==> src/rtl/core/rrf_pkg.sv <==
// rrf_pkg: shared types and constants of the rectangle rasterizer
// used by rrf_front, rrf_fifo, rrf_back and rectangle_raster_fill_outline
package rrf_pkg;

    // fixed field widths
    localparam int COORD_W    = 20;
    localparam int CHAR_W     = 8;
    localparam int PIX_W      = 9;
    localparam int CFG_W      = 10;
    localparam int CFG_IDX_W  = 2;
    localparam int OPCODE_W   = 2;
    localparam int IN_USER_W  = OPCODE_W + 1;
    localparam int IN_DATA_W  = 4 * COORD_W + CHAR_W + 2 * PIX_W;
    localparam int IN_TDATA_W = ((IN_DATA_W + 7) / 8) * 8;

    // command opcodes
    localparam logic [OPCODE_W-1:0] OP_CLEAR = 2'd0;
    localparam logic [OPCODE_W-1:0] OP_DRAW  = 2'd1;
    localparam logic [OPCODE_W-1:0] OP_READ  = 2'd2;

    // configuration register indexes
    localparam logic [CFG_IDX_W-1:0] REG_CANVAS_WIDTH  = 2'd0;
    localparam logic [CFG_IDX_W-1:0] REG_CANVAS_HEIGHT = 2'd1;
    localparam logic [CFG_IDX_W-1:0] REG_BACKGROUND    = 2'd2;

    // reset values of the configuration registers
    localparam logic [CFG_W-1:0]  CANVAS_SIDE_RST = 10'd1;
    localparam logic [CHAR_W-1:0] BACKGROUND_RST  = 8'd32;

    // command class decided by the front end
    typedef enum logic [2:0] {
        K_NOP,
        K_CLEAR,
        K_DRAW,
        K_REJECT,
        K_READ
    } t_kind;

    typedef struct packed {
        t_kind                     kind;
        logic                      filled;
        logic signed [COORD_W-1:0] rect_x;
        logic signed [COORD_W-1:0] rect_y;
        logic signed [COORD_W-1:0] rect_w;
        logic signed [COORD_W-1:0] rect_h;
        logic [CHAR_W-1:0]         fill_char;
        logic [PIX_W-1:0]          pixel_row;
        logic [PIX_W-1:0]          pixel_col;
    } t_cmd;

endpackage

==> src/rtl/core/rrf_fifo.sv <==
// rrf_fifo: two-entry command queue between front end and back end
// depends on rrf_pkg
module rrf_fifo import rrf_pkg::*; (
    input  logic i_clk,
    input  logic i_rst_n,
    input  logic i_push,
    input  t_cmd i_cmd,
    output logic o_full,
    input  logic i_pop,
    output t_cmd o_cmd,
    output logic o_empty
);

    localparam int DEPTH = 2;
    localparam int PTR_W = $clog2(DEPTH);
    localparam int CNT_W = $clog2(DEPTH + 1);

    t_cmd             r_entry [DEPTH];
    logic [PTR_W-1:0] r_wr;
    logic [PTR_W-1:0] r_rd;
    logic [CNT_W-1:0] r_count;

    assign o_full  = (r_count == CNT_W'(DEPTH));
    assign o_empty = (r_count == '0);
    assign o_cmd   = r_entry[r_rd];

    always_ff @(posedge i_clk) begin
        if (i_push) begin
            r_entry[r_wr] <= i_cmd;
        end
    end

    always_ff @(posedge i_clk) begin
        if (!i_rst_n) begin
            r_wr    <= '0;
            r_rd    <= '0;
            r_count <= '0;
        end else begin
            if (i_push) begin
                r_wr <= r_wr + PTR_W'(1);
            end
            if (i_pop) begin
                r_rd <= r_rd + PTR_W'(1);
            end
            if (i_push && !i_pop) begin
                r_count <= r_count + CNT_W'(1);
            end else if (i_pop && !i_push) begin
                r_count <= r_count - CNT_W'(1);
            end
        end
    end

endmodule

==> config.mk <==
export PLATFORM = sky130hd
export DESIGN_NAME = rrf_fifo
export DESIGN_NICKNAME = d
export VERILOG_FILES = /design/src/rtl/core/rrf_pkg.sv /design/src/rtl/core/rrf_fifo.sv
export SDC_FILE = /design/constraint.sdc
export NUM_CORES = 1
export LEC_CHECK = 0
export ABC_CLOCK_PERIOD_IN_PS = 8200
export CORE_ASPECT_RATIO = 1.5
export CORE_MARGIN = 2
export CORE_UTILIZATION = 50
export DETAILED_ROUTE_END_ITERATION = 16
export DONT_BUFFER_PORTS = 1
export PLACE_DENSITY_LB_ADDON = 0.12
export SLEW_MARGIN = 20
export SYNTH_ARGS = -nofsm -noshare
export SYNTH_HDL_FRONTEND = slang
export SYNTH_SLANG_ARGS = --single-unit
==> constraint.sdc <==
create_clock -name i_clk -period 8.2 [get_ports i_clk]
set_clock_uncertainty 0.1 [all_clocks]
set_input_delay 1.23 -clock i_clk [delete_from_list [all_inputs] [get_ports i_clk]]
set_output_delay 1.23 -clock i_clk [all_outputs]
set_load 0.02 [all_outputs]
==> metrics.yaml <==
synth-compound-area-share_pct: 0.244
clk_latency_ps: 490
critPathCaptureType: "output pin"
p_sw_share_pct: 21.6
holdPathStages: 2
drtIter0Drc: 154
max_freq_mhz: 256
rows: 57
clock_path_buffers: 3
dieHeight_um: 161
fin_nets: 493
io_pins: 226
timing.rr.start: "r_wr"
drtAntennaViolNets: 0
synth_cell_types: 18
p_leak_nw: 2.94
power.internal_mw: 1.97
status: "finished clean"
worst_ep_arrival_time_ps: 2580
slew_violations: 0
finalSetupViolations: 0
layout_min_cycle_time_ps: 3910
path_max_fanout: 62
postCtsHoldBufs: 0
wl_per_cell_um: 23.4
slowest_stage: "dfxtp_4"
totalPowerFinal_mw: 2.52
groute.usage.overall_pct: 15.5
critPathLaunchType: "flip-flop"
cts.sinks: 225
vias: 3256
core_area_um2: 16100
syn-cell-area_um2: 8190
timing.hold.ws_ps: 410
final_core_util_pct: 56.2
cts_setup_buffers: 0
path_clk_slew_ps: 60
hold_violations: 0
cp_top_family: "flip-flops"
finalSetupTns_ps: 0
syn_to_final_growth_pct: 10.5
start_util_pct: 50.8
crit_chain: "buf_4 > mux2_2"
grt-ovfl-total: 0
grt_pass1_wl_um: 20000
mostFrequentLayoutCell: "edfxtp_1"
grt_max_degree: 63
timing.rr.end: "r_entry[0][20]"
rrSetupSlack_ps: 5840
crit_buf_inv: 1
cpPeakStageDelay_ps: 750
period_share_pct: 47.7
seqPwrFrac_pct: 53.7
hold_class: "reg2reg"
io_buffers: 0
hold_path_end: "r_count[1]"
insertedDiodeCount: 0
die_x_um: 108
syn_area_per_cell_um2: 22.5
synthAdderAreaFrac_pct: 0.153
irDropWorstVdd_v: 0.000198
stdcell_area_um2: 9050
drtPass1Iterations: 4
synth_simple_gate_area_share_pct: 0.688
route.detailed.drc: 0
cts.htree.levels: 1
pwr-share-clk_pct: 38.0
placed_area_um2: 8370
synth_xor_area_share_pct: 0.321
tightest_slew_ps: 856
viasPerCell: 5.44
die_area_um2: 17400
cts_buffers: 20
antenna_found_initial: 0
drv_cap: 0
drive_gt1_share_pct: 38.0
synth_top_family_by_area: "multiplexers"
synth_seq_cells: 225
root_buffer: "clkbuf_16"
worstHoldStart: "r_count[1]"
cts_tree: "built"
muxShareOfSynthArea_pct: 15.1
ctsResizeCount: 0
mostFrequentLayoutCells: "220 x edfxtp_1, 110 x mux2_2, 21 x clkbuf_16"
rsz0062_at_grt: "false"
place_hpwl_um: 9180
synth-seq-area-share_pct: 81.9
syn_inst: 364
p_per_area_nw_per_um2: 278
reg2reg_depth: 3
place_congestion: 0.735
yosys_warnings: 0
synth_nets: 479
drt_wl_total_um: 14000
crit_cells: 2
slew_headroom_pct: 42.9
crit_type: "reg2out"
grt_pass1_vias: 3542
switching_power_mw: 0.544
cp.required_ps: 6870
comb_power_share_pct: 8.3
==> routing by layer <==
metal  up-vias  global-route usage (%)  wire (µm)
li1       1464                       -          -
met1      1607                    15.0       4420
met2       154                    28.3       7630
met3        31                    6.29       1440
met4         0                    6.35        470
met5         -                       0          0
==> cell families after synthesis <==
kind of cell,count (synthesis)
DFF,225
adders and majority gates,1
buffers and inverters,13
and+or+nand+nor,9
AOI/OAI and AO/OA,3
muxes,110
xor gates and xnor gates,3
==> worst reg2reg max path, stage by stage, from the launching register on <==
cell	delay, ps
dfxtp_1	350
nor2b_4	100
buf_4	550
buf_4	810
==> flip-flops by register name, summed over array words and instances (netlist names), named ones only <==
name	count
r_wr	1
r_count	2
r_entry	220
r_rd	1
==> synth_stat cells <==
cell	instances	area share, %
ha_1	1	0.15
nor2b_1	2	0.15
and2b_2	1	0.11
or3_1	1	0.076
inv_1	1	0.046
dfxtp_1	5	1.2
buf_4	1	0.092
buf_2	1	0.061
edfxtp_1	220	81
xor2_1	2	0.21
mux2_2	110	15
nor2_1	1	0.046
buf_6	10	1.4
and2_1	4	0.31
xnor2_1	1	0.11
a21boi_1	1	0.092
o21a_1	1	0.092
o21ai_0	1	0.061
==> layout make-up <==
class	instances	area [µm²]
tap	206	258
sequential	225	6710
inverter	1	3.75
clock inverter	11	126
fill	1239	7070
clock buffer	25	561
timing repair buffer	4	30.0
multi-input combinational	126	1360
==> how the worst max path moves through the flow <==
stage                    end  startpoint
2_1_floorplan  r_entry[0][0]      i_push
3_3_place_gp       o_cmd[74]   flip-flop
3_5_place_dp       o_cmd[55]   flip-flop
4_1_cts            o_cmd[55]   flip-flop
5_1_grt            o_cmd[53]   flip-flop
6_report           o_cmd[78]   flip-flop
==> power by group through the flow <==
stage | Clock (mW) | Sequential, mW | Combinational [mW]
global placement | 0 | 1.38 | 0.212
CTS | 0.987 | 1.35 | 0.213
detailed placement | 0 | 1.38 | 0.213
floorplan | 0 | 1.37 | 0.197
global route | 1.03 | 1.36 | 0.220
finish | 0.958 | 1.35 | 0.209
==> per-stage QoR <==
step | std cells | worst slack [ps]
after detailed placement | 562 | 4760
after global routing | 598 | 4120
after CTS | 598 | 4230
final | 598 | 4290
after floorplan | 364 | 1470
after global placement | 562 | 4750
No activity file was read; power rests on OpenSTA's default activity.
