**src/rtl/core/rrf_pkg.sv**
```systemverilog
// rrf_pkg: shared types and constants of the rectangle rasterizer
// used by rrf_front, rrf_fifo, rrf_back and rectangle_raster_fill_outline
package rrf_pkg;

    // fixed field widths
    localparam int COORD_W    = 20;
    localparam int CHAR_W     = 8;
    localparam int PIX_W      = 9;
    localparam int CFG_W      = 10;
    localparam int CFG_IDX_W  = 2;
    localparam int OPCODE_W   = 2;
    localparam int IN_USER_W  = OPCODE_W + 1;
    localparam int IN_DATA_W  = 4 * COORD_W + CHAR_W + 2 * PIX_W;
    localparam int IN_TDATA_W = ((IN_DATA_W + 7) / 8) * 8;

    // command opcodes
    localparam logic [OPCODE_W-1:0] OP_CLEAR = 2'd0;
    localparam logic [OPCODE_W-1:0] OP_DRAW  = 2'd1;
    localparam logic [OPCODE_W-1:0] OP_READ  = 2'd2;

    // configuration register indexes
    localparam logic [CFG_IDX_W-1:0] REG_CANVAS_WIDTH  = 2'd0;
    localparam logic [CFG_IDX_W-1:0] REG_CANVAS_HEIGHT = 2'd1;
    localparam logic [CFG_IDX_W-1:0] REG_BACKGROUND    = 2'd2;

    // reset values of the configuration registers
    localparam logic [CFG_W-1:0]  CANVAS_SIDE_RST = 10'd1;
    localparam logic [CHAR_W-1:0] BACKGROUND_RST  = 8'd32;

    // command class decided by the front end
    typedef enum logic [2:0] {
        K_NOP,
        K_CLEAR,
        K_DRAW,
        K_REJECT,
        K_READ
    } t_kind;

    typedef struct packed {
        t_kind                     kind;
        logic                      filled;
        logic signed [COORD_W-1:0] rect_x;
        logic signed [COORD_W-1:0] rect_y;
        logic signed [COORD_W-1:0] rect_w;
        logic signed [COORD_W-1:0] rect_h;
        logic [CHAR_W-1:0]         fill_char;
        logic [PIX_W-1:0]          pixel_row;
        logic [PIX_W-1:0]          pixel_col;
    } t_cmd;

endpackage

```
**src/rtl/core/rrf_front.sv**
```systemverilog
// rrf_front: unpacks an input request and classifies it into a command
// depends on rrf_pkg
module rrf_front import rrf_pkg::*; (
    input  logic                 i_tvalid,
    output logic                 o_tready,
    input  logic [IN_DATA_W-1:0] i_tdata,
    input  logic [IN_USER_W-1:0] i_tuser,
    input  logic                 i_full,
    output logic                 o_push,
    output t_cmd                 o_cmd
);

    logic [OPCODE_W-1:0] opcode;
    logic                size_bad;

    assign opcode   = i_tuser[OPCODE_W-1:0];
    assign o_tready = !i_full;
    assign o_push   = i_tvalid && !i_full;

    // nonpositive width or height
    assign size_bad = i_tdata[3*COORD_W-1] || (i_tdata[2*COORD_W +: COORD_W] == '0) ||
                      i_tdata[4*COORD_W-1] || (i_tdata[3*COORD_W +: COORD_W] == '0);

    always_comb begin
        o_cmd.filled    = i_tuser[OPCODE_W];
        o_cmd.rect_x    = i_tdata[0*COORD_W +: COORD_W];
        o_cmd.rect_y    = i_tdata[1*COORD_W +: COORD_W];
        o_cmd.rect_w    = i_tdata[2*COORD_W +: COORD_W];
        o_cmd.rect_h    = i_tdata[3*COORD_W +: COORD_W];
        o_cmd.fill_char = i_tdata[4*COORD_W +: CHAR_W];
        o_cmd.pixel_row = i_tdata[4*COORD_W+CHAR_W +: PIX_W];
        o_cmd.pixel_col = i_tdata[4*COORD_W+CHAR_W+PIX_W +: PIX_W];
        unique case (opcode)
            OP_CLEAR: o_cmd.kind = K_CLEAR;
            OP_DRAW:  o_cmd.kind = size_bad ? K_REJECT : K_DRAW;
            OP_READ:  o_cmd.kind = K_READ;
            default:  o_cmd.kind = K_NOP;
        endcase
    end

endmodule

```
**config.mk**
```make
export PLATFORM = sky130hd
export DESIGN_NAME = rrf_front
export DESIGN_NICKNAME = d
export VERILOG_FILES = /design/src/rtl/core/rrf_pkg.sv /design/src/rtl/core/rrf_front.sv
export SDC_FILE = /design/constraint.sdc
export NUM_CORES = 1
export LEC_CHECK = 0
export BUFFER_PORTS_ARGS = -buffer_cell sky130_fd_sc_hd__buf_2
export CAP_MARGIN = 10
export CORE_AREA = 4 4 84 86
export DETAILED_ROUTE_END_ITERATION = 6
export DIE_AREA = 0 0 88 90
export PLACE_DENSITY_LB_ADDON = 0.3
export SYNTH_ARGS = -nofsm -noshare
export SYNTH_HDL_FRONTEND = slang
export SYNTH_SLANG_ARGS = --single-unit
export TNS_END_PERCENT = 20
```
**constraint.sdc**
```tcl
create_clock -name vclk -period 1.3
set_clock_uncertainty 0.2 [all_clocks]
set_input_delay 0 -clock vclk [all_inputs]
set_output_delay 0 -clock vclk [all_outputs]
set_load 0.05 [all_outputs]
```
==> flow_summary_export.csv <==
group,metric,value,unit
placed_design,port_buffers,89,
global_route,grt_usage,0.0740,
sta,setup_viol,0,
critical_path,crit_arrival,1.07,ns
routing,ant_nets,0,
routing,drcViolationCount,0,
sta,rsz0062_at_grt,"yes",
worst_hold_path,min_path_type,"primary input to primary output",
pwr,total_power,0.00104,W
floorplanning,rows,29,
global_route,antenna_found_initial,0,
placed_design,dp_hpwl,2.12,mm
logic_synthesis,synth_cell_types,12,
sta,layout_min_cycle_time,1.27,ns
critical_path,endpoint_kind,"primary output",
logic_synthesis,yosys_warnings,0,
pwr,pwr-share-seq,0,
routing,drtPass1Iterations,2,
pwr,p_per_area,718,mW/mm^2
layout,syn_to_final_growth,55.2,%
pwr,irDropWorstVdd,0.303,mV
layout,diodes,0,
sta,max_freq,0.789,GHz
run,maxCapViolCount,0,
floorplanning,floorplan.initialDensity,0.149,
global_route,grt_max_degree,6,
layout,drive_gt1_frac,0.542,
floorplanning,ioPinCount,223,
layout,final_util,0.231,
pwr,switching_power,0.000779,W
logic_synthesis,synth-seq-area-share,0,
pwr,combPwrFrac,1.000,
floorplanning,die-area,0.00792,mm^2
layout,seq_cell_count,0,
layout,ff_latch_area,0,um^2
critical_path,critPathLaunch,"i_tdata[78]",
logic_synthesis,syn-cell-area,936,um^2
logic_synthesis,syn_nets,238,
logic_synthesis,synth_area_per_cell,7.37,um^2
routing,vias,909,
status,status,"finished, final reports clean",
routing,viasPerCell,3.58,
pwr,leakage,0.700,nW
floorplanning,die_w,88,um
global_route,grt.overflow.total,0,
global_route,grt_first_pass_wirelength,5.02,mm
sta,hold_viol_final,0,
sta,slew_viol_final,0,
pwr,clockPowerShare,0,
critical_path,cp_max_fo,2,
sta,fin_hold_ws,0.0990,ns
layout,nClkBuffers,0,
routing,drtIter0Drc,2,
placed_design,gp_congestion,0.645,
global_route,grt_pass1_vias,1046,
pwr,netSwitchingFraction,0.748,
layout,nets,290,
floorplanning,fp.coreArea,0.00628,mm^2
sta,timing.final.crit_share,0.975,
sta,maxSlewHeadroom,0.647,
critical_path,crit_type,"primary input to primary output",
worst_hold_path,holdPathStages,2,
sta,tightest_slew,0.527,ns
critical_path,cp-endpoint,"o_cmd[107]",
critical_path,critPathLaunchType,"primary input",
floorplanning,die_h,90,um
critical_path,cp.required,1.10,ns
routing,drt_wl_total,3.49,mm
pwr,p_int,0.000263,W
routing,avgRoutedWirePerCell,13.7,um
logic_synthesis,syn_inst,127,
## per-layer routing
metal	vias to the layer above	track usage	wire, um
li1	401	-	-
met1	398	0.0604	835
met2	108	0.170	2130
met3	2	0.0174	514
met4	0	0.00256	8
met5	-	0	0
## critical path: stages
cell     delay (ns)
buf_6          0.10
nor4_4         0.26
nand4_1        0.18
o41ai_4        0.32
buf_6          0.20
## synth_stat cells
cell     number  area [um^2]
buf_4       107          803
nor2_1        1         3.75
o41ai_2       1         16.3
nor2b_1       3         18.8
a31oi_1       1         6.26
a21oi_1       1         5.00
and3_1        1         6.26
inv_1         1         3.75
nand4_1       1         6.26
or4_4         1         11.3
nor4_1        8         50.1
nor3_1        1         5.00
## metrics by stage
stage | area, um^2 | worst slack, ns | std cells | setup TNS (ns)
finish | 1450 | 0.0325 | 254 | 0
global route | 1450 | -0.0685 | 254 | -0.0685
CTS | 1440 | -0.0214 | 254 | -0.0214
detailed placement | 693 | -0.165 | 187 | -0.165
global placement | 693 | -0.148 | 187 | -0.148
floorplan | 947 | -0.126 | 127 | -0.126
## worst min-delay path by stage
stage | end | slack (ns) | start
floorplan | o_cmd[107] | -0.05 | i_tdata[79]
global placement | o_cmd[101] | -0.20 | i_tdata[15]
detailed placement | o_cmd[101] | -0.20 | i_tdata[15]
CTS | o_cmd[41] | 0.09 | i_tdata[75]
global route | o_cmd[44] | 0.10 | i_tdata[78]
finish | o_cmd[34] | 0.1 | i_tdata[68]
## placed cells by master (no fill, tap or decap)
cell	n
buf_2	83
dlygate4sd3_1	67
buf_6	6
nor4_1	4
nor2b_1	3
nor4_4	3
or4_4	1
nor3_1	1
nand4_1	1
nor4_2	1
and3_1	1
nor2_1	1
a21oi_1	1
a31oi_1	1
o41ai_4	1
inv_1	1
buf_4	1
## cell families (layout without fill, tap and decap cells)
| logic type | after synthesis | count (layout) | share of synthesized area |
|---|---|---|---|
| buf+inv | 108 | 158 | 0.862 |
| simple gates | 16 | 16 | 0.108 |
| compound gates | 3 | 3 | 0.0294 |
## what timing repair did
action | CTS | global route
endpoints found under the hold margin | 67 | 0
pin swaps | 5 | 0
hold buffers | 67 | 0
setup endpoints to repair | 1 | 1
setup buffers | 0 | 0
gates resized for setup | 13 | 1
## power groups by stage
stage	clock network [W]	registers, W	logic [W]
finish	0	0	0.00104
detailed placement	0	0	0.000448
global route	0	0	0.00108
floorplan	0	0	0.000937
CTS	0	0	0.00104
global placement	0	0	0.000447
## cell type report
cell class                      instances  area (um^2)
Multi-Input combinational cell         19          191
Inverter                                1         3.75
Tap cell                               77         96.3
Timing Repair Buffer                  157         1160
Fill cell                             672         4820
No activity file was read; power rests on OpenSTA's default activity.
